### config.mk
export PLATFORM = sky130hd
export DESIGN_NAME = charger_gun_fault_qualifier_core
export DESIGN_NICKNAME = d
export VERILOG_FILES = /design/src/hdl/cgfq_pkg.sv /design/src/hdl/cgfq_ram.sv /design/src/hdl/charger_gun_fault_qualifier_core.sv
export SDC_FILE = /design/constraint.sdc
export NUM_CORES = 2
export LEC_CHECK = 0
export CAP_MARGIN = 30
export CELL_PAD_IN_SITES_DETAIL_PLACEMENT = 0
export CELL_PAD_IN_SITES_GLOBAL_PLACEMENT = 1
export CORE_MARGIN = 5
export CORE_UTILIZATION = 45
export CTS_BUF_LIST = sky130_fd_sc_hd__clkbuf_8 sky130_fd_sc_hd__clkbuf_16
export DETAILED_ROUTE_END_ITERATION = 6
export DONT_BUFFER_PORTS = 1
export HOLD_SLACK_MARGIN = 0.03
export PLACE_DENSITY = 0.74
export SLEW_MARGIN = 20
export SYNTH_ARGS = -nofsm -noshare
export SYNTH_HDL_FRONTEND = slang
export SYNTH_SLANG_ARGS = --single-unit
### constraint.sdc
create_clock -name clk -period 15.65 [get_ports clk]
set_clock_uncertainty 0.2 [all_clocks]
set_input_delay 1.565 -clock clk [delete_from_list [all_inputs] [get_ports clk]]
set_output_delay 1.565 -clock clk [all_outputs]
set_load 0.03 [all_outputs]
### src/hdl/cgfq_pkg.sv
`default_nettype none

package cgfq_pkg;

    localparam int CGFQ_GUNS = 2;
    localparam int NFLAGS    = 6;
    localparam int NSELF     = 4;

    localparam int TEMP_W  = 12;
    localparam int DELAY_W = 16;
    localparam int TIME_W  = 32;

    // flag bit positions
    localparam int FLG_HOT_WARN  = 0;
    localparam int FLG_HOT_FAULT = 1;
    localparam int FLG_REV_VOLT  = 2;
    localparam int FLG_REV_CURR  = 3;
    localparam int FLG_OVER_VOLT = 4;
    localparam int FLG_OVER_CURR = 5;

    typedef enum logic [2:0] {
        REG_TEMP_WARN  = 3'd0,
        REG_TEMP_FAULT = 3'd1,
        REG_HOT_DLY    = 3'd2,
        REG_OV_DLY     = 3'd3,
        REG_OC_DLY     = 3'd4,
        REG_REV_DLY    = 3'd5,
        REG_CLR_DLY    = 3'd6
    } reg_idx_t;

    localparam logic signed [TEMP_W-1:0] RST_TEMP_WARN  = 12'sd900;
    localparam logic signed [TEMP_W-1:0] RST_TEMP_FAULT = 12'sd1000;
    localparam logic [DELAY_W-1:0] RST_HOT_DLY = 16'd5000;
    localparam logic [DELAY_W-1:0] RST_OV_DLY  = 16'd1000;
    localparam logic [DELAY_W-1:0] RST_OC_DLY  = 16'd1000;
    localparam logic [DELAY_W-1:0] RST_REV_DLY = 16'd5000;
    localparam logic [DELAY_W-1:0] RST_CLR_DLY = 16'd5000;

    // x/10 = (x*52429)>>19 and x/100 = (x*167773)>>24, exact for 16-bit x
    localparam logic [15:0] DIV10_MUL  = 16'd52429;
    localparam int          DIV10_SH   = 19;
    localparam logic [17:0] DIV100_MUL = 18'd167773;
    localparam int          DIV100_SH  = 24;

    typedef struct packed {
        logic [NFLAGS-1:0][TIME_W-1:0] cst;
        logic [NSELF-1:0][TIME_W-1:0]  st;
        logic [NFLAGS-1:0]             flags;
    } gun_state_t;

endpackage

`default_nettype wire

### src/hdl/cgfq_ram.sv
`default_nettype none

module cgfq_ram #(
    parameter int WIDTH = 8,
    parameter int DEPTH = 2,
    localparam int AW = (DEPTH > 1) ? $clog2(DEPTH) : 1
) (
    input  wire logic             clk,
    input  wire logic             we,
    input  wire logic [AW-1:0]    waddr,
    input  wire logic [WIDTH-1:0] wdata,
    input  wire logic             re,
    input  wire logic [AW-1:0]    raddr,
    output logic      [WIDTH-1:0] rdata
);

    logic [WIDTH-1:0] mem [DEPTH];

    always_ff @(posedge clk)
    begin
        if (we)
        begin
            mem[waddr] <= wdata;
        end
        if (re)
        begin
            rdata <= mem[raddr];
        end
    end

endmodule

`default_nettype wire

### src/hdl/charger_gun_fault_qualifier_core.sv
`default_nettype none

// channel  direction  tdata                         tuser
// s_*      in         now_ms .. plugged (136 bits)  gun
// m_*      out        six fault flags (8 bits)      gun_out
// cfg_*    in         register write, no read-back  -
//
// One pass per cycle while m_tready is high; via stage 1, then the output register.
// Stage 0 issues the per-gun state read, stage 1 updates and writes it back;
// a same-gun pass in the next cycle takes the written word by forwarding.
// Reset clears all flags and stamps through per-gun valid bits, no sweep.
// A stalled m side holds one result plus one pass in stage 1.

module charger_gun_fault_qualifier_core
    import cgfq_pkg::*;
#(
    parameter int GUNS = CGFQ_GUNS
) (
    input  wire logic         clk,
    input  wire logic         rst_n,
    input  wire logic         s_tvalid,
    output logic              s_tready,
    // now_ms[31:0] temp_a[43:32] temp_b[55:44] out_volt[66:56] meter_volt[81:67]
    // meter_curr[97:82] req_volt[113:98] req_curr[129:114] charging[130] plugged[131]
    input  wire logic [135:0] s_tdata,
    // gun[0]
    input  wire logic         s_tuser,
    output logic              m_tvalid,
    input  wire logic         m_tready,
    // hot_warn[0] hot_fault[1] reverse_volt[2] reverse_curr[3] over_volt[4] over_curr[5]
    output logic [7:0]        m_tdata,
    // gun_out[0]
    output logic              m_tuser,
    input  wire logic         cfg_we,
    input  wire logic [2:0]   cfg_index,
    input  wire logic [15:0]  cfg_data
);

    localparam int GAW = (GUNS > 1) ? $clog2(GUNS) : 1;
    localparam int SW  = $bits(gun_state_t);

    // configuration
    logic signed [TEMP_W-1:0] warn_lvl_reg, fault_lvl_reg;
    logic [DELAY_W-1:0] hot_dly_reg, ov_dly_reg, oc_dly_reg, rev_dly_reg, clr_dly_reg;

    always_ff @(posedge clk or negedge rst_n)
    begin
        if (!rst_n)
        begin
            warn_lvl_reg  <= RST_TEMP_WARN;
            fault_lvl_reg <= RST_TEMP_FAULT;
            hot_dly_reg   <= RST_HOT_DLY;
            ov_dly_reg    <= RST_OV_DLY;
            oc_dly_reg    <= RST_OC_DLY;
            rev_dly_reg   <= RST_REV_DLY;
            clr_dly_reg   <= RST_CLR_DLY;
        end
        else if (cfg_we)
        begin
            unique case (cfg_index)
                REG_TEMP_WARN:  warn_lvl_reg  <= cfg_data[TEMP_W-1:0];
                REG_TEMP_FAULT: fault_lvl_reg <= cfg_data[TEMP_W-1:0];
                REG_HOT_DLY:    hot_dly_reg   <= cfg_data;
                REG_OV_DLY:     ov_dly_reg    <= cfg_data;
                REG_OC_DLY:     oc_dly_reg    <= cfg_data;
                REG_REV_DLY:    rev_dly_reg   <= cfg_data;
                REG_CLR_DLY:    clr_dly_reg   <= cfg_data;
                default: ;
            endcase
        end
    end

    // stage 0: accept, quotients, state read
    logic s_xfer, s1_adv, wr_en;
    logic [GAW-1:0] in_addr, wr_addr;
    logic [31:0] v10_prod;
    logic [33:0] v100_prod;
    logic [31:0] a10_prod;
    logic [33:0] a100_prod;

    assign s_xfer  = s_tvalid && s_tready;
    assign in_addr = GAW'(s_tuser);

    assign v10_prod  = {16'd0, s_tdata[113:98]} * {16'd0, DIV10_MUL};
    assign v100_prod = {18'd0, s_tdata[113:98]} * {16'd0, DIV100_MUL};
    assign a10_prod  = {16'd0, s_tdata[129:114]} * {16'd0, DIV10_MUL};
    assign a100_prod = {18'd0, s_tdata[129:114]} * {16'd0, DIV100_MUL};

    logic        s1_valid_reg;
    logic        s1_gun_reg, s1_inrange_reg, s1_fwd_reg, s1_init_reg;
    logic [31:0] s1_now_reg;
    logic signed [11:0] s1_ta_reg, s1_tb_reg;
    logic [10:0] s1_ov_reg;
    logic        s1_mvneg_reg;
    logic signed [15:0] s1_mc_reg;
    logic [12:0] s1_v10_reg, s1_a10_reg;
    logic [9:0]  s1_v100_reg, s1_a100_reg;
    logic        s1_chg_reg, s1_plg_reg;
    logic [GUNS-1:0] vld_reg;

    always_ff @(posedge clk or negedge rst_n)
    begin
        if (!rst_n)
        begin
            s1_valid_reg <= 1'b0;
        end
        else if (s_xfer)
        begin
            s1_valid_reg <= 1'b1;
        end
        else if (s1_adv)
        begin
            s1_valid_reg <= 1'b0;
        end
    end

    always_ff @(posedge clk)
    begin
        if (s_xfer)
        begin
            s1_gun_reg     <= s_tuser;
            s1_inrange_reg <= (int'(s_tuser) < GUNS);
            s1_fwd_reg     <= wr_en && (wr_addr == in_addr);
            s1_init_reg    <= vld_reg[in_addr];
            s1_now_reg     <= s_tdata[31:0];
            s1_ta_reg      <= s_tdata[43:32];
            s1_tb_reg      <= s_tdata[55:44];
            s1_ov_reg      <= s_tdata[66:56];
            s1_mvneg_reg   <= s_tdata[81];
            s1_mc_reg      <= s_tdata[97:82];
            s1_v10_reg     <= v10_prod[DIV10_SH +: 13];
            s1_v100_reg    <= v100_prod[DIV100_SH +: 10];
            s1_a10_reg     <= a10_prod[DIV10_SH +: 13];
            s1_a100_reg    <= a100_prod[DIV100_SH +: 10];
            s1_chg_reg     <= s_tdata[130];
            s1_plg_reg     <= s_tdata[131];
        end
    end

    gun_state_t ram_q, wb_reg, cur, word_next;
    logic [SW-1:0] ram_rdata;

    cgfq_ram #(
        .WIDTH (SW),
        .DEPTH (GUNS)
    ) u_state_ram (
        .clk   (clk),
        .we    (wr_en),
        .waddr (wr_addr),
        .wdata (word_next),
        .re    (s_xfer),
        .raddr (in_addr),
        .rdata (ram_rdata)
    );

    assign ram_q = gun_state_t'(ram_rdata);

    // stage 1: update and write back
    assign wr_en   = s1_valid_reg && s1_adv && s1_inrange_reg;
    assign wr_addr = GAW'(s1_gun_reg);

    always_comb
    begin
        if (s1_fwd_reg)
        begin
            cur = wb_reg;
        end
        else if (s1_init_reg)
        begin
            cur = ram_q;
        end
        else
        begin
            cur = '0;
        end
    end

    logic [NFLAGS-1:0] cond, age_ok;
    logic [NSELF-1:0]  clr_ok;
    logic [DELAY_W-1:0] dly [NFLAGS];
    logic [16:0] a10_x10, a100_x10;
    logic [13:0] ov_lim;
    logic signed [17:0] mc_x, oc_lim;

    always_comb
    begin
        a10_x10  = {1'b0, s1_a10_reg, 3'b000} + {3'b000, s1_a10_reg, 1'b0};
        a100_x10 = {4'b0000, s1_a100_reg, 3'b000} + {6'b000000, s1_a100_reg, 1'b0};
        ov_lim   = {1'b0, s1_v10_reg} + {4'b0000, s1_v100_reg};
        mc_x     = 18'(s1_mc_reg);
        oc_lim   = {1'b0, a10_x10} + {1'b0, a100_x10};

        cond[FLG_HOT_WARN]  = (s1_ta_reg >= warn_lvl_reg) || (s1_tb_reg >= warn_lvl_reg);
        cond[FLG_HOT_FAULT] = (s1_ta_reg >= fault_lvl_reg) || (s1_tb_reg >= fault_lvl_reg);
        cond[FLG_REV_VOLT]  = s1_mvneg_reg;
        cond[FLG_REV_CURR]  = s1_mc_reg[15];
        cond[FLG_OVER_VOLT] = s1_chg_reg && ({3'b000, s1_ov_reg} > {1'b0, s1_v10_reg})
                              && ({3'b000, s1_ov_reg} >= ov_lim);
        cond[FLG_OVER_CURR] = s1_chg_reg && (mc_x > $signed({1'b0, a10_x10}))
                              && (mc_x >= oc_lim);

        dly[FLG_HOT_WARN]  = hot_dly_reg;
        dly[FLG_HOT_FAULT] = hot_dly_reg;
        dly[FLG_REV_VOLT]  = rev_dly_reg;
        dly[FLG_REV_CURR]  = rev_dly_reg;
        dly[FLG_OVER_VOLT] = ov_dly_reg;
        dly[FLG_OVER_CURR] = oc_dly_reg;

        for (int k = 0; k < NFLAGS; k++)
        begin
            age_ok[k] = (s1_now_reg - cur.cst[k]) >= {16'd0, dly[k]};
        end
        for (int k = 0; k < NSELF; k++)
        begin
            clr_ok[k] = (s1_now_reg - cur.st[k]) >= {16'd0, clr_dly_reg};
        end
    end

    always_comb
    begin
        word_next = cur;
        for (int k = 0; k < NSELF; k++)
        begin
            if (cond[k])
            begin
                if (age_ok[k] && !cur.flags[k])
                begin
                    word_next.flags[k] = 1'b1;
                    word_next.st[k]    = s1_now_reg;
                end
            end
            else
            begin
                word_next.cst[k] = s1_now_reg;
                if (cur.flags[k] && clr_ok[k])
                begin
                    word_next.flags[k] = 1'b0;
                end
            end
        end
        for (int k = NSELF; k < NFLAGS; k++)
        begin
            if (cond[k])
            begin
                if (age_ok[k])
                begin
                    word_next.flags[k] = 1'b1;
                end
            end
            else
            begin
                word_next.cst[k] = s1_now_reg;
            end
            if (!s1_plg_reg)
            begin
                word_next.flags[k] = 1'b0;
            end
        end
    end

    always_ff @(posedge clk or negedge rst_n)
    begin
        if (!rst_n)
        begin
            vld_reg <= '0;
        end
        else if (wr_en)
        begin
            vld_reg[wr_addr] <= 1'b1;
        end
    end

    always_ff @(posedge clk)
    begin
        if (wr_en)
        begin
            wb_reg <= word_next;
        end
    end

    // output register
    logic       m_valid_reg;
    logic [5:0] m_flags_reg;
    logic       m_gun_reg;

    assign s1_adv   = !m_valid_reg || m_tready;
    assign s_tready = !s1_valid_reg || s1_adv;

    always_ff @(posedge clk or negedge rst_n)
    begin
        if (!rst_n)
        begin
            m_valid_reg <= 1'b0;
        end
        else if (s1_adv)
        begin
            m_valid_reg <= s1_valid_reg;
        end
    end

    always_ff @(posedge clk)
    begin
        if (s1_valid_reg && s1_adv)
        begin
            m_gun_reg   <= s1_gun_reg;
            m_flags_reg <= s1_inrange_reg ? word_next.flags : '0;
        end
    end

    assign m_tvalid = m_valid_reg;
    assign m_tdata  = {2'b00, m_flags_reg};
    assign m_tuser  = m_gun_reg;

endmodule

`default_nettype wire
* Yosys cells after proc, flatten, opt, wreduce, memory -nomap -nowiden *
Memory sizes are Yosys's and may differ from the RTL's. A register that Yosys moved wholly into a read port is not among the register bits.
Cells that the tools add are included.

word-level totals
  bits in writable memories = 652
  output and inout port bits = 11
  word-level logic and storage cells = 162
  memories = 1
  bits in registers = 570

memories
  memory           words  bits a word  rd ports  clocked after Yosys merged registers in  write ports  line            source
  u_state_ram.mem  2      326          1         1                                        1            cgfq_ram.sv:17  logic [WIDTH-1:0] mem [DEPTH];

operators by class
  eq/ne operators = 7
  reductions and logical operators = 35
  add/subtract/negate cells = 14
  mux-type cells = 42
  $mul = 4
  bitwise gates (word level) = 1
  $lt $le $gt $ge = 21

operator list
  kind                      number
  $mux W326                 2
  $mux W32                  14
  $ge A32 B16 Y1            10
  $sub A32 B32 Y32          10
  $mul A16 B18 Y34 const B  2
  $mul A16 B16 Y32 const B  2
  $ge A12 B12 Y1            4
  $mux W1                   25
  $add A17 B14 Y18          1
  $ge A16 B18 Y1            1
  $gt A16 B18 Y1            1
  $add A16 B14 Y17          1
  $logic_and A1 B1 Y1       16
  $add A13 B10 Y14          1
  $add A13 B11 Y14          1
  $ge A11 B14 Y1            1
  $reduce_and A2 Y1         7
  $gt A11 B13 Y1            1
  $eq A3 B3 Y1 const B      3
  $eq A3 B2 Y1 const B      2
  $logic_not A1 Y1          6
  $logic_or A1 B1 Y1        4
  $lt A1 B2 Y1 const B      2
  $eq A3 B1 Y1 const B      1
  other kinds (6)           6

* Logic depth before layout (Yosys ltp) *
  depth in word-level cells = 7
  gate-level depth with buffers = 30
  depth with buffers taken out = 27

* Hierarchy *
From an unflattened synthesis, not the netlist that was laid out.

unflattened totals
  cell total of the unflattened synthesis = 8247
  area total of the unflattened synthesis = 99913.3 sq um

modules (own cells, without submodules)
  module                            times used  area an instance (sq um)  cells an instance
  charger_gun_fault_qualifier_core  1           66053.4                   6905
  cgfq_ram                          1           33860.0                   1342

* Least setup slack after synthesis *
Ideal clock, no wire load.

  kind = input -> register
  from = input port m_tready
  to = register vld_reg[0]
  path buffers = 0
  path slack = -1.204 ns
  library setup time = 0.154 ns
  arrival time = 16.499 ns
  stages on the path = 4
  path through = nand2b_1 > nand2_1 > nor2_1 > or2_2

between the ends
  word-level cells in the longest chain between the ends = 2

ends and longest elaborated chain
  what                           line                                     source
  start, declared                charger_gun_fault_qualifier_core.sv:29   input wire logic m_tready,
  $logic_or A1 B1 Y1             charger_gun_fault_qualifier_core.sv:286  assign s1_adv = !m_valid_reg || m_tready;
  $logic_and A1 B1 Y1            charger_gun_fault_qualifier_core.sv:159  assign wr_en = s1_valid_reg && s1_adv && s1_inrange_reg;
  end signal, assigned           charger_gun_fault_qualifier_core.sv:265  vld_reg <= '0;
  end signal, assigned by index  charger_gun_fault_qualifier_core.sv:269  vld_reg[wr_addr] <= 1'b1;
  end, declared                  charger_gun_fault_qualifier_core.sv:99   logic [GUNS-1:0] vld_reg;

No other way between the ends.
A chain may end at the register's enable or synchronous reset.

* Worst setup path after layout *
  from = register s1_fwd_reg
  to = memory u_state_ram.mem[0][6] in the netlist's numbering (data pin)

between the ends
  word-level cells in the longest chain between the ends = 6
  elaborated cells on any way between the ends = 7
  those cells by class = add/sub: 1; order compare: 1; mux: 3; reduce/logical: 2

ends and longest elaborated chain
  what                            line                                     source
  start, declared                 charger_gun_fault_qualifier_core.sv:90   logic s1_gun_reg, s1_inrange_reg, s1_fwd_reg, s1_init_reg;
  start signal, assigned          charger_gun_fault_qualifier_core.sv:123  s1_fwd_reg <= wr_en && (wr_addr == in_addr);
  $mux W326 *                     charger_gun_fault_qualifier_core.sv:164  if (s1_fwd_reg)
  $sub A32 B32 Y32                charger_gun_fault_qualifier_core.sv:211  age_ok[k] = (s1_now_reg - cur.cst[k]) >= {16'd0, dly[k]};
  $ge A32 B16 Y1                  charger_gun_fault_qualifier_core.sv:211
  $logic_and A1 B1 Y1             charger_gun_fault_qualifier_core.sv:226  if (age_ok[k] && !cur.flags[k])
  $mux W32                        charger_gun_fault_qualifier_core.sv:226
  $mux W32 *                      charger_gun_fault_qualifier_core.sv:224  if (cond[k])
  named net u_state_ram.wdata[6]  cgfq_ram.sv:11                           input wire logic [WIDTH-1:0] wdata,
  end, declared                   cgfq_ram.sv:17

The timed path passes the listed nets; every way through them passes the cells marked *.

==> metrics.txt <==
Post-Synthesis Cells=8063; Final Wtd Congestion=0.8905; slew of the pin with the lowest slew margin=1735 ps; critical path arrival=8670 ps; I/O Pins=172; r2r setup slk=7320 ps; share of post-route cells with drive strength above 1=0.09918; post_cts resized=0; CP dominant cell by count=o21ai_0; Peak VDD IR=0.3305 mV; clock latency on the worst-skew pair=810 ps; Synth Area per Inst=12.23 um2; Core Rows=171; final hold slack=257.1 ps; cell area after layout=0.1077 mm2; RSZ-0062 raised after global routing=false; largest net degree at the start of global routing=330; Max Slew Vio Count=52; drt pass-1 iters=6; first-pass GRT wire length=389.9 mm; failing checks=slew limit; Starting Density=0.4531; crit start category=flop; fmax=120.0 MHz; die width=478.1 um; final wirelength=253.8 mm; RR Startpoint=s1_fwd_reg; CP max stage delay=560 ps; Most used DFF post-synth=edfxtp_1; crit-path max FO=35; Slew headroom=-0.1567; number of buffers created by CTS=168; CP startpoint=s1_fwd_reg; routed vias=63760; htree depth=4; WP data required=15990 ps; Cells after DPL=10790; worst setup path end=u_state_ram.mem[0][6]; Area Overhead vs Synth=9.190%; synthesized cell area=0.09859 mm2; Root Buffer=clkbuf_16; max_cap viols=0; Final Hold Viols=0; HP Class=in -> async; Final period util=0.5323; outcome=complete, but fails checks; Worst Reg-to-Reg Cells=25; antenna viol nets, final=0; initial antenna violation count=11; R2R Path End=u_state_ram.mem[0][6]; final setup fails=0; Clock Sinks=1548; clock-pin slew on the worst setup and hold paths=70 ps; number of synthesized flops with an enable pin=1440; setup_tns=0 ps; vias in the first global route=66900; placed cell area=0.1022 mm2; postcts setup bufs=0; ys async rst share=0.06977; Critical Path Sink Type=flop; Layout Nets=9772; min Tclk post-route=8331 ps; commonest non-fill, non-tap cell in the layout=edfxtp_1; CP max stage cell=nor2b_4; Die Footprint=0.2286 mm2; GR Overflow Total=0; die height=478.1 um; Setup CP Type=reg -> reg; Leak=44.62 nW; Remaining DRCs=0; most frequent cells in the layout=edfxtp_1 (1440), ha_1 (1117), inv_1 (918); Tot Pwr=17.22 mW; DP HPWL=177.0 mm; drt initial violations=4007; CTS tree=built; drt wl/cell=22.85 um; max reg flops=652; hold buffers post-CTS=0; gr usage total=0.2190; number of port buffers=0; synth warn=0; area of the core=0.2176 mm2; sequential share of the synthesized area=0.4665; Via density=5.741; final non-filler cell total=11110; clk buf depth=3; Power Dens Cells=160.0 mW/mm2; post-synth cell types=90; Seq cells post-synth=1548
## worst max-delay path: cells and delay by family (launching register included)
kind                     cells  cell delay [ps]
multiplexers                 1              420
flip-flops                   1              470
AND/OR/NAND/NOR              9             2350
XOR/XNOR                     1              160
AO/OA/AOI/OAI               10             2610
adder cells (fa/ha/maj)      2              590
buffers and inverters        2             1100
## per-stage QoR
step,worst slack [ps],utilization
after floorplan,2233,-
after global placement,7204,0.4694
after detailed placement,7308,0.4696
after CTS,7248,0.4947
after global routing,6891,0.4947
final,7319,0.4947
## power breakdown
part,switching (mW),internal [mW],total (mW)
sequential,0.168,5.28,5.45
combinational,4.50,3.35,7.85
clock,1.70,2.23,3.93
## how the worst min path moves through the flow
stage,startpoint,end,slack [ps],cells after the start
final,rst_n,clr_dly_reg[15],260,0
after global routing,rst_n,clr_dly_reg[15],190,0
after CTS,rst_n,clr_dly_reg[15],170,0
after detailed placement,vld_reg[0],vld_reg[0],250,1
after global placement,vld_reg[1],vld_reg[1],250,1
after floorplan,vld_reg[1],vld_reg[1],230,1
## area by class of cell
cell class                      instances  area [um2]
Clock inverter                        132        1111
Fill cell                           19060      109900
Antenna cell                            3       7.507
Multi-Input combinational cell       5418       48490
Tap cell                             2854        3571
Clock buffer                          177        4362
Timing Repair Buffer                   93       805.8
Inverter                              880        3311
Sequential cell                      1548       45990
## layer usage
metal,global-route usage,vias up,share of wire
met5,0,-,0.00016
met4,0.06431,6,0.030
met3,0.02796,402,0.045
met2,0.3904,1466,0.50
met1,0.2788,31970,0.42
li1,-,29920,-
## Yosys cell counts (all sizes together) (17+ instances only)
master | n | area share
a31oi | 40 | 0.0025
a211oi | 58 | 0.0045
mux2 | 387 | 0.044
o2111ai | 18 | 0.0016
xnor2 | 172 | 0.015
o21bai | 47 | 0.0036
clkbuf | 181 | 0.0069
and3 | 32 | 0.0020
o31ai | 22 | 0.0018
nand2b | 74 | 0.0047
nand4 | 60 | 0.0038
and2 | 18 | 0.0011
mux2i | 208 | 0.021
buf | 37 | 0.0023
a21o | 195 | 0.015
o211ai | 45 | 0.0035
dfrtp | 71 | 0.018
nor2 | 364 | 0.014
o21ai | 355 | 0.018
nor4 | 19 | 0.0013
a22oi | 320 | 0.024
fa | 385 | 0.078
nand3 | 75 | 0.0038
a211o | 17 | 0.0015
nor2b | 72 | 0.0046
nand2 | 287 | 0.011
edfxtp | 1440 | 0.44
ha | 1117 | 0.14
a21oi | 496 | 0.025
dfstp | 37 | 0.0099
o21a | 72 | 0.0055
xor2 | 99 | 0.0088
a2111oi | 27 | 0.0025
or3 | 29 | 0.0018
a21boi | 23 | 0.0018
inv | 880 | 0.034
nor3 | 65 | 0.0033
or2 | 20 | 0.0013
## cell families (layout without fill, tap and decap cells)
family	Yosys count	in the layout	synth area share
AOI/OAI and AO/OA	1876	1876	0.1242
xor gates and xnor gates	271	271	0.02407
adders and majority gates	1502	1502	0.2199
buffers and inverters	1098	1282	0.04270
DFF	1548	1548	0.4665
muxes	595	595	0.06532
other	2	6	0.00007617
and+or+nand+nor	1171	1171	0.05726
(Power assumes the default switching activity.)
